### src/hw/rtl/serial_command_line_decoder_unit_macros.svh
// ----------------------------------------------------------------------------
// Serial command line decoder assertion macros
// Concurrent assertion helpers shared by the decoder RTL. Defining
// ASSERT_OFF turns every helper into an empty body.
// ----------------------------------------------------------------------------
`ifndef SERIAL_COMMAND_LINE_DECODER_UNIT_MACROS_SVH
`define SERIAL_COMMAND_LINE_DECODER_UNIT_MACROS_SVH

`ifndef ASSERT_OFF

// Checks a property on every rising edge of clk_s while rstn_s is high.
`define SCLD_ASSERT(lbl, clk_s, rstn_s, prop, msg) \
  lbl: assert property (@(posedge clk_s) disable iff (!rstn_s) prop) else $error(msg);

// Checks that a condition never holds while rstn_s is high.
`define SCLD_ASSERT_NEVER(lbl, clk_s, rstn_s, cond, msg) \
  lbl: assert property (@(posedge clk_s) disable iff (!rstn_s) !(cond)) else $error(msg);

`else

`define SCLD_ASSERT(lbl, clk_s, rstn_s, prop, msg)

`define SCLD_ASSERT_NEVER(lbl, clk_s, rstn_s, cond, msg)

`endif

`endif

### src/hw/rtl/scld_pkg.sv
// ----------------------------------------------------------------------------
// Serial command line decoder package
// Types, codes and keyword tables of the serial command line decoder.
// ----------------------------------------------------------------------------
package scld_pkg;

  // Width of the configuration write data (widest register).
  localparam int unsigned CFG_DATA_W  = 16;
  localparam int unsigned CFG_INDEX_W = 1;

  // Configuration register indexes.
  localparam logic [CFG_INDEX_W-1:0] CFG_IDLE_TIMEOUT = 1'b0;
  localparam logic [CFG_INDEX_W-1:0] CFG_MAX_JOG      = 1'b1;

  localparam logic [15:0] IDLE_TIMEOUT_RESET = 16'd50;
  localparam logic [9:0]  MAX_JOG_RESET      = 10'd20;

  // Number accumulator.
  localparam int unsigned NUM_W       = 11;
  localparam logic [10:0] NUM_SAT     = 11'd2047;
  localparam logic [10:0] ANGLE_LIMIT = 11'd360;

  // Characters of interest.
  localparam logic [7:0] CH_CR    = 8'h0D;
  localparam logic [7:0] CH_LF    = 8'h0A;
  localparam logic [7:0] CH_SPACE = 8'h20;
  localparam logic [7:0] CH_PLUS  = 8'h2B;
  localparam logic [7:0] CH_ZERO  = 8'h30;
  localparam logic [7:0] CH_NINE  = 8'h39;
  localparam logic [7:0] CH_UA    = 8'h41;
  localparam logic [7:0] CH_UZ    = 8'h5A;
  localparam logic [7:0] CH_LOW_S = 8'h73;
  localparam logic [7:0] CH_PRINT_LO = 8'd32;
  localparam logic [7:0] CH_PRINT_HI = 8'd126;

  localparam int unsigned NUM_WORDS = 6;
  localparam logic [NUM_WORDS-1:0] ALL_WORDS = 6'h3F;

  // Command kinds. The keyword index equals the kind for the first six.
  typedef enum logic [2:0] {
    KIND_READ  = 3'd0,
    KIND_STOP  = 3'd1,
    KIND_HELP  = 3'd2,
    KIND_CCW   = 3'd3,
    KIND_CW    = 3'd4,
    KIND_ANGLE = 3'd5,
    KIND_ERROR = 3'd6
  } kind_t;

  // Parse phase of the current line.
  typedef enum logic [3:0] {
    PH_WORD      = 4'd0,
    PH_EXACT     = 4'd1,
    PH_JOG_START = 4'd2,
    PH_JOG_SP    = 4'd3,
    PH_JOG_SIGN  = 4'd4,
    PH_JOG_DIG   = 4'd5,
    PH_ANG_LEAD  = 4'd6,
    PH_ANG_DIG   = 4'd7,
    PH_ANG_TRAIL = 4'd8,
    PH_ERROR     = 4'd9
  } phase_t;

  // Character at position pos of keyword idx, zero past the end.
  function automatic logic [7:0] word_char(input logic [2:0] idx, input logic [2:0] pos);
    logic [39:0] txt;
    logic [39:0] shifted;
    unique case (idx)
      3'd0:    txt = {"read", 8'h00};
      3'd1:    txt = {"stop", 8'h00};
      3'd2:    txt = {"help", 8'h00};
      3'd3:    txt = {"ccw", 16'h0000};
      3'd4:    txt = {"cw", 24'h000000};
      3'd5:    txt = "angle";
      default: txt = '0;
    endcase
    shifted = txt << {pos, 3'b000};
    return shifted[39:32];
  endfunction

  // Length of keyword idx.
  function automatic logic [2:0] word_len(input logic [2:0] idx);
    logic [2:0] len;
    unique case (idx)
      3'd0, 3'd1, 3'd2: len = 3'd4;
      3'd3:             len = 3'd3;
      3'd4:             len = 3'd2;
      3'd5:             len = 3'd5;
      default:          len = 3'd0;
    endcase
    return len;
  endfunction

endpackage

### src/hw/rtl/serial_command_line_decoder_unit.sv
// ----------------------------------------------------------------------------
// Serial command line decoder unit
// Decodes received characters and millisecond ticks into command results.
// ----------------------------------------------------------------------------
//
//   Channel  Handshake           Payload
//   -------  ------------------  ---------------------------------------------
//   in       in_valid/in_stall   in_op, in_data_byte
//   out      out_valid/out_stall out_stop_now, out_command_ready,
//                                out_command_kind, out_command_value
//   cfg      cfg_wr_en           cfg_index, cfg_wdata
//
// One item is accepted per cycle. Each accepted item yields exactly one result
// item, which appears in the output register on the cycle after acceptance.
// The line parser, the stop matcher and the idle counter are all updated in the
// same cycle the item is accepted, so the rate is set by that single pass.
// The input stalls only while the output register holds a result that the
// downstream side is stalling; an unstalled result frees it in the same cycle.
// Reset is synchronous and active low; it restores the configuration defaults
// (timeout 50, jog limit 20) and an empty line.
//
module serial_command_line_decoder_unit #(
  parameter int unsigned LINE_MAX = 40
) (
  input  logic                                 clk,
  input  logic                                 rst_n,

  input  logic                                 in_valid,
  output logic                                 in_stall,
  input  logic                                 in_op,
  input  logic [7:0]                           in_data_byte,

  output logic                                 out_valid,
  input  logic                                 out_stall,
  output logic                                 out_stop_now,
  output logic                                 out_command_ready,
  output logic [2:0]                           out_command_kind,
  output logic [9:0]                           out_command_value,

  input  logic                                 cfg_wr_en,
  input  logic [scld_pkg::CFG_INDEX_W-1:0]     cfg_index,
  input  logic [scld_pkg::CFG_DATA_W-1:0]      cfg_wdata
);

`include "serial_command_line_decoder_unit_macros.svh"

  // The line holds at most LINE_MAX-1 characters.
  localparam int unsigned LEN_W = $clog2(LINE_MAX);
  localparam logic [LEN_W-1:0] LEN_LIMIT = LEN_W'(LINE_MAX - 1);

  // Configuration registers.
  logic [15:0] idle_timeout_r;
  logic [9:0]  max_jog_r;

  // Line state.
  logic [LEN_W-1:0]                   line_len_r, line_len_nxt;
  logic [15:0]                        idle_r, idle_nxt;
  logic [1:0]                         stop_prog_r, stop_prog_nxt;
  scld_pkg::phase_t                   phase_r, phase_nxt;
  logic [scld_pkg::NUM_WORDS-1:0]     mask_r, mask_nxt;
  logic [scld_pkg::NUM_W-1:0]         num_r, num_nxt;
  logic                               num_sat_r, num_sat_nxt;

  // Output register.
  logic                               out_valid_r, out_valid_nxt;
  logic                               stop_now_r;
  logic                               cmd_ready_r;
  scld_pkg::kind_t                    cmd_kind_r;
  logic [9:0]                         cmd_value_r;

  // Item decode.
  logic                               in_fire;
  logic [7:0]                         ch;
  logic                               is_digit;
  logic                               is_printable;
  logic                               is_eol;
  logic [8:0]                         pos_ext;
  logic [2:0]                         pos3;
  logic                               pos_zero;
  logic [15:0]                        idle_inc;
  logic                               stop_hit;
  logic                               do_finish;

  // Decimal accumulate: value * 10 + digit, saturating.
  logic [14:0]                        num_ext;
  logic [14:0]                        num_prod;
  logic [scld_pkg::NUM_W-1:0]         add_val;
  logic                               add_sat;

  // Keyword matching.
  logic [scld_pkg::NUM_WORDS-1:0]     match;
  logic [scld_pkg::NUM_WORDS-1:0]     match_m;

  // Line result.
  scld_pkg::kind_t                    fin_kind;
  logic [9:0]                         fin_value;
  scld_pkg::kind_t                    cand_kind;

  // Lowest set candidate, as its command kind.
  function automatic scld_pkg::kind_t low_kind(input logic [scld_pkg::NUM_WORDS-1:0] m);
    scld_pkg::kind_t k;
    k = scld_pkg::KIND_READ;
    for (int i = scld_pkg::NUM_WORDS - 1; i >= 0; i--) begin
      if (m[i]) begin
        k = scld_pkg::kind_t'(3'(i));
      end
    end
    return k;
  endfunction

  // --------------------------------------------------------------------------
  // Handshake: a single output register, refilled in the cycle it drains.
  // --------------------------------------------------------------------------
  assign in_stall = out_valid_r & out_stall;
  assign in_fire  = in_valid & ~in_stall;

  assign out_valid         = out_valid_r;
  assign out_stop_now      = stop_now_r;
  assign out_command_ready = cmd_ready_r;
  assign out_command_kind  = cmd_kind_r;
  assign out_command_value = cmd_value_r;

  always_comb begin
    if (in_fire) begin
      out_valid_nxt = 1'b1;
    end else if (out_stall) begin
      out_valid_nxt = out_valid_r;
    end else begin
      out_valid_nxt = 1'b0;
    end
  end

  // --------------------------------------------------------------------------
  // Character classification. Upper-case letters fold to lower case.
  // --------------------------------------------------------------------------
  always_comb begin
    if (in_data_byte >= scld_pkg::CH_UA && in_data_byte <= scld_pkg::CH_UZ) begin
      ch = in_data_byte | 8'h20;
    end else begin
      ch = in_data_byte;
    end
  end

  assign is_digit     = (ch >= scld_pkg::CH_ZERO) && (ch <= scld_pkg::CH_NINE);
  assign is_printable = (in_data_byte >= scld_pkg::CH_PRINT_LO) &&
                        (in_data_byte <= scld_pkg::CH_PRINT_HI);
  assign is_eol       = (in_data_byte == scld_pkg::CH_CR) ||
                        (in_data_byte == scld_pkg::CH_LF);

  assign pos_ext  = 9'(line_len_r);
  assign pos3     = pos_ext[2:0];
  assign pos_zero = (line_len_r == '0);
  assign idle_inc = (idle_r == 16'hFFFF) ? idle_r : idle_r + 16'd1;

  // The multiply by ten is a shift-and-add on a 15-bit value.
  assign num_ext  = 15'(num_r);
  assign num_prod = (num_ext << 3) + (num_ext << 1) + 15'(ch[3:0]);

  always_comb begin
    if (num_sat_r || num_prod > 15'(scld_pkg::NUM_SAT)) begin
      add_val = scld_pkg::NUM_SAT;
      add_sat = 1'b1;
    end else begin
      add_val = num_prod[scld_pkg::NUM_W-1:0];
      add_sat = 1'b0;
    end
  end

  // A keyword stays a candidate while its character at this position matches.
  always_comb begin
    for (int i = 0; i < scld_pkg::NUM_WORDS; i++) begin
      match[i] = (pos_ext < 9'(scld_pkg::word_len(3'(i)))) &&
                 (scld_pkg::word_char(3'(i), pos3) == ch);
    end
  end
  assign match_m = match & mask_r;

  // Stop matcher: progress through "stop", restarting on an 's'.
  always_comb begin
    stop_hit      = 1'b0;
    stop_prog_nxt = stop_prog_r;
    if (in_fire && !in_op) begin
      if (ch == scld_pkg::word_char(3'(scld_pkg::KIND_STOP), {1'b0, stop_prog_r})) begin
        if (stop_prog_r == 2'd3) begin
          stop_hit      = 1'b1;
          stop_prog_nxt = 2'd0;
        end else begin
          stop_prog_nxt = stop_prog_r + 2'd1;
        end
      end else if (ch == scld_pkg::CH_LOW_S) begin
        stop_prog_nxt = 2'd1;
      end else begin
        stop_prog_nxt = 2'd0;
      end
    end
  end

  // --------------------------------------------------------------------------
  // Next state of the line parser.
  // --------------------------------------------------------------------------
  always_comb begin
    line_len_nxt = line_len_r;
    idle_nxt     = idle_r;
    phase_nxt    = phase_r;
    mask_nxt     = mask_r;
    num_nxt      = num_r;
    num_sat_nxt  = num_sat_r;
    do_finish    = 1'b0;

    if (in_fire) begin
      if (in_op) begin
        // Tick: count silence; a non-empty line ends at the timeout.
        idle_nxt = idle_inc;
        if (!pos_zero && idle_inc >= idle_timeout_r) begin
          do_finish = 1'b1;
        end
      end else begin
        idle_nxt = '0;
        if (is_eol) begin
          do_finish = !pos_zero;
        end else if (is_printable && line_len_r < LEN_LIMIT) begin
          line_len_nxt = line_len_r + LEN_W'(1);
          unique case (phase_r)
            scld_pkg::PH_WORD: begin
              if (pos_zero && ch == scld_pkg::CH_SPACE) begin
                phase_nxt = scld_pkg::PH_ANG_LEAD;
              end else if (pos_zero && is_digit) begin
                phase_nxt   = scld_pkg::PH_ANG_DIG;
                num_nxt     = add_val;
                num_sat_nxt = add_sat;
              end else begin
                mask_nxt = match_m;
                if (match_m == '0) begin
                  phase_nxt = scld_pkg::PH_ERROR;
                end else begin
                  // A keyword that is now complete fixes the command.
                  for (int i = 0; i < scld_pkg::NUM_WORDS; i++) begin
                    if (match_m[i] &&
                        9'(scld_pkg::word_len(3'(i))) == pos_ext + 9'd1) begin
                      mask_nxt = scld_pkg::NUM_WORDS'(1) << i;
                      if (i <= 2) begin
                        phase_nxt = scld_pkg::PH_EXACT;
                      end else if (i <= 4) begin
                        phase_nxt = scld_pkg::PH_JOG_START;
                      end else begin
                        phase_nxt = scld_pkg::PH_ANG_LEAD;
                      end
                    end
                  end
                end
              end
            end
            scld_pkg::PH_JOG_START, scld_pkg::PH_JOG_SP: begin
              if (ch == scld_pkg::CH_SPACE) begin
                phase_nxt = scld_pkg::PH_JOG_SP;
              end else if (ch == scld_pkg::CH_PLUS) begin
                phase_nxt = scld_pkg::PH_JOG_SIGN;
              end else if (is_digit) begin
                phase_nxt   = scld_pkg::PH_JOG_DIG;
                num_nxt     = add_val;
                num_sat_nxt = add_sat;
              end else begin
                phase_nxt = scld_pkg::PH_ERROR;
              end
            end
            scld_pkg::PH_JOG_SIGN, scld_pkg::PH_JOG_DIG: begin
              if (is_digit) begin
                phase_nxt   = scld_pkg::PH_JOG_DIG;
                num_nxt     = add_val;
                num_sat_nxt = add_sat;
              end else begin
                phase_nxt = scld_pkg::PH_ERROR;
              end
            end
            scld_pkg::PH_ANG_LEAD: begin
              if (is_digit) begin
                phase_nxt   = scld_pkg::PH_ANG_DIG;
                num_nxt     = add_val;
                num_sat_nxt = add_sat;
              end else if (ch != scld_pkg::CH_SPACE) begin
                phase_nxt = scld_pkg::PH_ERROR;
              end
            end
            scld_pkg::PH_ANG_DIG: begin
              if (is_digit) begin
                num_nxt     = add_val;
                num_sat_nxt = add_sat;
              end else if (ch == scld_pkg::CH_SPACE) begin
                phase_nxt = scld_pkg::PH_ANG_TRAIL;
              end else begin
                phase_nxt = scld_pkg::PH_ERROR;
              end
            end
            scld_pkg::PH_ANG_TRAIL: begin
              if (ch != scld_pkg::CH_SPACE) begin
                phase_nxt = scld_pkg::PH_ERROR;
              end
            end
            default: begin
              phase_nxt = scld_pkg::PH_ERROR;
            end
          endcase
        end
      end
    end

    // A finished line returns to the empty state.
    if (do_finish) begin
      line_len_nxt = '0;
      idle_nxt     = '0;
      phase_nxt    = scld_pkg::PH_WORD;
      mask_nxt     = scld_pkg::ALL_WORDS;
      num_nxt      = '0;
      num_sat_nxt  = 1'b0;
    end
  end

  // --------------------------------------------------------------------------
  // Command decode of the line as it stands.
  // --------------------------------------------------------------------------
  assign cand_kind = low_kind(mask_r);

  always_comb begin
    fin_kind  = scld_pkg::KIND_ERROR;
    fin_value = '0;
    unique case (phase_r)
      scld_pkg::PH_EXACT: begin
        fin_kind = cand_kind;
      end
      scld_pkg::PH_JOG_START: begin
        fin_kind  = cand_kind;
        fin_value = 10'd1;
      end
      scld_pkg::PH_JOG_DIG: begin
        if (!num_sat_r && num_r != '0 && num_r <= {1'b0, max_jog_r}) begin
          fin_kind  = cand_kind;
          fin_value = num_r[9:0];
        end
      end
      scld_pkg::PH_ANG_DIG, scld_pkg::PH_ANG_TRAIL: begin
        if (!num_sat_r && num_r <= scld_pkg::ANGLE_LIMIT) begin
          fin_kind  = scld_pkg::KIND_ANGLE;
          fin_value = num_r[9:0];
        end
      end
      default: begin
        fin_kind = scld_pkg::KIND_ERROR;
      end
    endcase
  end

  // --------------------------------------------------------------------------
  // Registers.
  // --------------------------------------------------------------------------
  always_ff @(posedge clk) begin
    if (!rst_n) begin
      idle_timeout_r <= scld_pkg::IDLE_TIMEOUT_RESET;
      max_jog_r      <= scld_pkg::MAX_JOG_RESET;
      line_len_r     <= '0;
      idle_r         <= '0;
      stop_prog_r    <= '0;
      phase_r        <= scld_pkg::PH_WORD;
      mask_r         <= scld_pkg::ALL_WORDS;
      num_r          <= '0;
      num_sat_r      <= 1'b0;
      out_valid_r    <= 1'b0;
    end else begin
      if (cfg_wr_en) begin
        unique case (cfg_index)
          scld_pkg::CFG_IDLE_TIMEOUT: idle_timeout_r <= cfg_wdata[15:0];
          scld_pkg::CFG_MAX_JOG:      max_jog_r      <= cfg_wdata[9:0];
          default: ;
        endcase
      end
      line_len_r  <= line_len_nxt;
      idle_r      <= idle_nxt;
      stop_prog_r <= stop_prog_nxt;
      phase_r     <= phase_nxt;
      mask_r      <= mask_nxt;
      num_r       <= num_nxt;
      num_sat_r   <= num_sat_nxt;
      out_valid_r <= out_valid_nxt;
    end
  end

  // The result payload is loaded with each accepted item and needs no reset.
  always_ff @(posedge clk) begin
    if (in_fire) begin
      stop_now_r  <= stop_hit;
      cmd_ready_r <= do_finish;
      cmd_kind_r  <= do_finish ? fin_kind : scld_pkg::KIND_READ;
      cmd_value_r <= do_finish ? fin_value : 10'd0;
    end
  end

  // --------------------------------------------------------------------------
  // Assertions.
  // --------------------------------------------------------------------------
  `SCLD_ASSERT(a_fire_gives_result, clk, rst_n, in_fire |=> out_valid_r, "accepted item produced no result")
  `SCLD_ASSERT(a_idle_fields_zero, clk, rst_n, (out_valid_r && !cmd_ready_r) |-> (cmd_kind_r == scld_pkg::KIND_READ && cmd_value_r == 10'd0), "non-command result carries a kind or value")
  `SCLD_ASSERT(a_finish_clears_line, clk, rst_n, do_finish |=> (line_len_r == '0 && phase_r == scld_pkg::PH_WORD && idle_r == '0), "line state not cleared after a command")
  `SCLD_ASSERT(a_angle_in_range, clk, rst_n, (out_valid_r && cmd_kind_r == scld_pkg::KIND_ANGLE) |-> (cmd_value_r <= 10'd360), "angle result above limit")
  `SCLD_ASSERT_NEVER(a_line_overflow, clk, rst_n, line_len_r > LEN_LIMIT, "line length beyond its limit")

endmodule

### config.mk
export PLATFORM = sky130hd
export DESIGN_NAME = serial_command_line_decoder_unit
export DESIGN_NICKNAME = d
export VERILOG_FILES = /design/src/hw/rtl/scld_pkg.sv /design/src/hw/rtl/serial_command_line_decoder_unit.sv
export VERILOG_INCLUDE_DIRS = /design/src /design/src/hw/rtl
export SDC_FILE = /design/constraint.sdc
export NUM_CORES = 1
export LEC_CHECK = 0
export BUFFER_PORTS_ARGS = -buffer_cell sky130_fd_sc_hd__buf_2
export CAP_MARGIN = 25
export CELL_PAD_IN_SITES_DETAIL_PLACEMENT = 0
export CELL_PAD_IN_SITES_GLOBAL_PLACEMENT = 1
export CORE_MARGIN = 3
export CORE_UTILIZATION = 49
export DETAILED_ROUTE_END_ITERATION = 8
export HOLD_SLACK_MARGIN = 0.06
export PLACE_DENSITY = 0.93
export SYNTH_ARGS = -nofsm -noshare
export SYNTH_HDL_FRONTEND = slang
export SYNTH_SLANG_ARGS = --single-unit
export TNS_END_PERCENT = 5
### constraint.sdc
create_clock -name clk -period 7.21 [get_ports clk]
set_input_delay 1.442 -clock clk [delete_from_list [all_inputs] [get_ports clk]]
set_output_delay 1.442 -clock clk [all_outputs]
set_load 0.1 [all_outputs]
-- Yosys cells after proc, flatten, opt, wreduce, memory -nomap -nowiden
Cells that the tools add are included.
- register bits: 88
- bits in latches: 0
- memory bits (writable): 0
- ROM bits: 0
- bits of input ports: 31
- output and inout bits: 17
- logic and storage cells: 228
- memories: 0
- add/sub/neg operators: 6
- $mul: 0
- div/mod/pow operators: 0
- magnitude comparators: 15
- eq/ne operators: 34
- shift-type cells: 7
- muxes and demuxes: 96
- bitwise logic cells: 10
- reduce and logical (&&, ||, !) cells: 46
- operators with widths (operator ; count):
    $shl 39x6->40 const A ; 6
    $mux 3 ; 39
    $mux 11 ; 6
    $mux 4 ; 15
    $eq 8x8->1 ; 7
    $mux 6 ; 8
    $mux 40 ; 1
    $shl 40x5->40 ; 1
    $pmux 11 s3 ; 1
    $mux 16 ; 2
    $pmux 10 s3 ; 1
    $eq 3x9->1 ; 3
    $pmux 4 s6 ; 1
    $logic_and 1x1->1 ; 23
    $mux 10 ; 2
    $add 16x1->16 const B ; 1
    $eq 16x16->1 const B ; 1
    $eq 4x3->1 const B ; 4
    $eq 8x4->1 const B ; 2
    $eq 8x6->1 const B ; 2
    $ge 16x16->1 ; 1
    $ge 8x6->1 const B ; 2
    $le 8x7->1 const B ; 2
    $add 14x12->15 ; 1
    other kinds (42) ; 82

-- Depth between registers and ports, before layout
- depth after elaboration: 27
- gate-level depth with buffers: 16
- depth with buffers taken out: 14

-- Least setup slack after synthesis
No wires, ideal clock.
- path kind: input-to-reg
- start point: in out_stall
- end point: reg idle_r[0]
- setup time: 128 ps
- arrival: 4031 ps
- data required time: 7082 ps
- path slack: 3052 ps
- cell stages on the path: 9
- buffers on the path: 3
- cell sequence: and2_1 > nand2b_1 > clkbuf_1 > inv_1 > nand4_1 > o21ai_0 > clkbuf_1 > clkbuf_1 > nor2_1
- word-level cells in the longest chain between the ends: 5
- RTL lines (what ; RTL line ; text):
    from (decl) ; serial_command_line_decoder_unit.sv:34 ; input logic out_stall,
    $and 1x1->1 * ; serial_command_line_decoder_unit.sv:114 ; assign in_stall = out_valid_r & out_stall;
    $not 1->1 * ; serial_command_line_decoder_unit.sv:115 ; assign in_fire = in_valid & ~in_stall;
    $and 1x1->1 * ; serial_command_line_decoder_unit.sv:115 ;
    net in_fire ; serial_command_line_decoder_unit.sv:72 ; logic in_fire;
    $mux 1 ; serial_command_line_decoder_unit.sv:210 ; if (in_fire) begin
    $reduce_or 2->1 (no line) ; - ;
    to (signal assigned) ; serial_command_line_decoder_unit.sv:376 ; idle_r <= idle_nxt;
    to (decl) ; serial_command_line_decoder_unit.sv:57 ; logic [15:0] idle_r, idle_nxt;
Mark *: on every way through the listed nets, which the timed path passes. The rest lies on a longest branch.
A chain may end at the register's enable or synchronous reset.

-- Worst setup path in the final report
- start point: in in_data_byte[3]
- end point: reg num_r[9] in the netlist's numbering
- word-level cells in the longest chain between the ends: 9
- elaborated cells on any way between the ends: 38
- those cells by class: add/sub (1); order compare (7); eq/ne (8); mux (11); bitwise (1); reduce/logical (10)
- RTL lines (what ; RTL line ; text):
    from (decl) ; serial_command_line_decoder_unit.sv:31 ; input logic [7:0] in_data_byte,
    $mux 6 (tied with other cells) ; serial_command_line_decoder_unit.sv:137 ; if (in_data_byte >= scld_pkg::CH_UA && in_data_byte <= scld_pkg::CH_UZ) begin
    $add 15x4->15 / $logic_and 1x1->1 (equally long branches) ; serial_command_line_decoder_unit.sv:157, serial_command_line_decoder_unit.sv:137 ;
    $gt 15x11->1 / $mux 6 (equally long branches) ; serial_command_line_decoder_unit.sv:160, serial_command_line_decoder_unit.sv:137 ;
    $logic_or 1x1->1 (tied with other cells) ; serial_command_line_decoder_unit.sv:160 ; if (num_sat_r || num_prod > 15'(scld_pkg::NUM_SAT)) begin
    $mux 11 / $logic_and 1x1->1 (equally long branches) ; serial_command_line_decoder_unit.sv:160, serial_command_line_decoder_unit.sv:144 ;
    $mux 11 ; - ;
    $mux 11 ; serial_command_line_decoder_unit.sv:256 ; end else if (ch == scld_pkg::CH_PLUS) begin
    $mux 11 ; serial_command_line_decoder_unit.sv:254 ; if (ch == scld_pkg::CH_SPACE) begin
    $pmux 11 s3 ; serial_command_line_decoder_unit.sv:223 ; unique case (phase_r)
    to (signal assigned) ; serial_command_line_decoder_unit.sv:380 ; num_r <= num_nxt;
    to (decl) ; serial_command_line_decoder_unit.sv:61 ; logic [scld_pkg::NUM_W-1:0] num_r, num_nxt;
Several ways; a longest one is shown, not always the timed one. The select of a mux whose other input is x is not followed.

==> results.sh <==
export IMPL_outcome="finished clean"
export IMPL_die_width_um=121
export IMPL_drtIter0Drc=595
export IMPL_die_area_um2=14700
export IMPL_rsz0062_at_grt="no"
export IMPL_drv_slew=0
export IMPL_antenna_found_initial=0
export IMPL_crit_chain="buf_2, fa_1, ha_1, a21o_1, a21oi_1, o21a_1, o21ai_0, a21o_1, a31oi_1, a31oi_1"
export IMPL_cts_root_buf="clkbuf_16"
export IMPL_wl_per_cell_um=17.2
export IMPL_synth_top_area_cell="dfxtp_1"
export IMPL_ff2ff_setup_slack_ns=3.01
export IMPL_async_flop_share_pct=0
export IMPL_core_area_um2=12800
export IMPL_antennaDiodeCount=0
export IMPL_post_place_ws_ns=2.64
export IMPL_critPathRequiredTime_ns=7.39
export IMPL_first_global_vias=5977
export IMPL_power_density_nw_per_um2=162
export IMPL_filler_cell_count=1215
export IMPL_gr_total_overflow=0
export IMPL_htreeDepth=3
export IMPL_track_usage_pct=24.5
export IMPL_period_minus_slack_ns=4.26
export IMPL_cp_num_buf_inv=1
export IMPL_drive_above_1_share_pct=10.1
export IMPL_cts_made_buffers=9
export IMPL_min_from="idle_timeout_r[2]$_SDFFE_PN0P_"
export IMPL_clk_pin_slew_ns=0.07
export IMPL_crit_path_max_fanout=18
export IMPL_dpl_hpwl_um=13300
export IMPL_worstHoldPathCells=2
export IMPL_cp_start_kind="input pin"
export IMPL_gp_congestion=0.993
export IMPL_ys_seq_area_share_pct=29.3
export IMPL_worst_clock_skew_ns=0.00453
export IMPL_hp_class="register to register"
export IMPL_fin_cells=1032
export IMPL_setup_viol=0
export IMPL_initial_utilization_pct=50.8
export IMPL_via_per_inst=6.10
export IMPL_insertion_delay_ns=0.35
export IMPL_max_vdd_ir_drop_v=0.000122
export IMPL_dp_cells=1016
export IMPL_clockBufferDepth=2
export IMPL_hold_end="idle_timeout_r[2]$_SDFFE_PN0P_"
export IMPL_synthCells=835
export IMPL_reg2reg_from="idle_r[0]$_SDFFE_PP0P_"
export IMPL_dr_pass1_iters=5
export IMPL_cts_hold_buf=0
export IMPL_area_growth_pct=9.20
export IMPL_final_core_util_pct=55.5
export IMPL_synth_edf_count=15
export IMPL_wl_um=17800
export IMPL_end_kind="register"
export IMPL_synth_avg_cell_area_um2=7.80
export IMPL_crit_type="input pin to register"
export IMPL_synthTopCellsByArea="dfxtp_1, ha_1, edfxtp_1"
export IMPL_ios=48
export IMPL_fmaxAchievable_ghz=0.235
export IMPL_tightestPinTransition_ns=0.965
export IMPL_power_leakage_nw=2.86
export IMPL_grt_start_max_net_pins=24
export IMPL_post_cts_buffers=0
export IMPL_ys_ff_latch=88
export IMPL_critPathMaxStageDelay_ns=0.73
export IMPL_rr_endpoint="idle_r[4]$_SDFFE_PP0P_"
export IMPL_syn_area_um2=6510
export IMPL_synth_top_cell_area_share_pct=22.4
export IMPL_yosysWarnings=0
export IMPL_setup_tns_ns=0
export IMPL_drc_errors=0
export IMPL_cts_tree="done"
export IMPL_cp_top_family="compound AO/OA/AOI/OAI gates"
export IMPL_cp_slowest_cell="a31oi_1"
export IMPL_rows=41
export IMPL_ff2ff_path_depth=14
export IMPL_arrival_ns=4.44
export IMPL_grt_pass1_wl_um=29300
export IMPL_synth_distinct_cells=72
export IMPL_hold_viol=0
export IMPL_synth_nets=928
export IMPL_portBuffers=47
export IMPL_min_period_over_period_pct=59.0
export IMPL_cts_resized_gates=0
export IMPL_vias=6300
export IMPL_relSlewSlack_pct=35.4
export IMPL_cts_sinks=88
export IMPL_die_h_um=121
export IMPL_worst_slack_ns=2.95
export IMPL_ant_nets=0
export IMPL_final_net_count=948
export IMPL_synth_flop_cell="dfxtp_1"
export IMPL_cap_violations=0
[worst max path at each step]
stage,to,cells past startpoint,from
4_1_cts,num_r[9]$_SDFFE_PP0P_,10,in_data_byte[3]
6_report,num_r[9]$_SDFFE_PP0P_,10,in_data_byte[3]
2_1_floorplan,idle_r[0]$_SDFFE_PP0P_,9,out_stall
3_3_place_gp,num_r[6]$_SDFFE_PP0P_,10,in_data_byte[3]
3_5_place_dp,num_r[9]$_SDFFE_PP0P_,10,in_data_byte[3]
5_1_grt,num_r[5]$_SDFFE_PP0P_,14,idle_r[0]$_SDFFE_PP0P_
[metrics by stage]
step           hold WS [ns]  cell area, um2  power, mW
2_1_floorplan         0.436            6520      0.658
3_3_place_gp          0.445            6810      0.700
3_5_place_dp          0.450            6830      0.704
4_1_cts               0.459            7110       1.16
5_1_grt               0.485            7110       1.20
6_report              0.455            7110       1.15
[cells in the final DEF (no fill, tap or decap), types with 10 or more instances in the layout]
master | netlist | routed
nand2_1 | 109 | 109
ha_1 | 60 | 60
a21oi_1 | 62 | 62
inv_1 | 54 | 54
nor3b_1 | 11 | 11
a21o_1 | 11 | 11
o21ai_0 | 50 | 49
nand4_1 | 17 | 17
xnor2_1 | 19 | 19
nor2_1 | 58 | 58
nor2b_1 | 15 | 15
buf_2 | 7 | 47
a22oi_1 | 10 | 10
nand2b_1 | 10 | 10
and3_1 | 10 | 10
nand3_1 | 24 | 24
dfxtp_1 | 73 | 73
a31oi_1 | 18 | 18
nor3_1 | 29 | 29
edfxtp_1 | 15 | 15
o21a_1 | 10 | 10
[worst reg2reg max path: stages (launching register included)]
cell	delay (ns)
dfxtp_1	0.44
ha_1	0.23
and4_1	0.28
nand4_1	0.25
o21ai_0	0.63
nor2_1	0.15
xor2_1	0.18
ha_1	0.30
nand2_1	0.07
nor3_1	0.22
o211ai_1	0.11
and3_1	0.23
o21ai_2	0.52
buf_4	0.38
o41ai_1	0.11
[synthesized netlist by cell type, types with 17 or more instances]
library cell	count
a21oi_1	62
inv_1	54
nand2_1	109
xnor2_1	19
nand4_1	17
nor2_1	58
nand3_1	24
clkbuf_1	32
dfxtp_1	73
nor3_1	29
ha_1	60
a31oi_1	18
o21ai_0	50
[where the power goes]
group	leakage [nW]	internal (mW)	switching [mW]
Sequential	0.745	0.514	0.0129
Clock	0.138	0.248	0.210
Combinational	1.97	0.0496	0.119
[kinds of logic (layout without fill, tap and decap cells)]
logic type / count (synthesis) / after routing / synth area share (%)
simple gates: 340 / 340 / 26.8
compound gates: 213 / 213 / 20.7
buf+inv: 95 / 120 / 5.72
flops: 88 / 88 / 29.3
fa+ha+maj: 62 / 62 / 12.1
xor+xnor: 27 / 27 / 3.63
mux: 10 / 10 / 1.65
[final cells by class]
cell class	instances	area (um2)	share of cell area, %
clock inverters	6	50.0	0.703
well taps	172	215	3.02
flip-flops and latches	88	1910	26.9
repair buffers	50	262	3.68
inverters	54	203	2.85
clock buffers	10	239	3.36
multi-input cells	652	4230	59.5
[sequential cells by signal (all words and copies together), names as in the netlist, 2 cells and up]
name and cells:
idle_r 16, idle_timeout_r 16, line_len_r 6, mask_r 6, max_jog_r 10, num_r 11, out_command_kind 3, out_command_value 10
phase_r 4, stop_prog_r 2
[metal layers]
metal,track usage (%),vias up,part of all wire (%),wire length (um)
li1,-,3066,-,-
met1,32.9,2972,45,8050
met2,40.1,232,47,8310
met3,3.08,30,5.7,1020
met4,9.59,0,2.3,408
met5,0,-,0,0
Note: power is estimated with default switching activity, not from simulation.
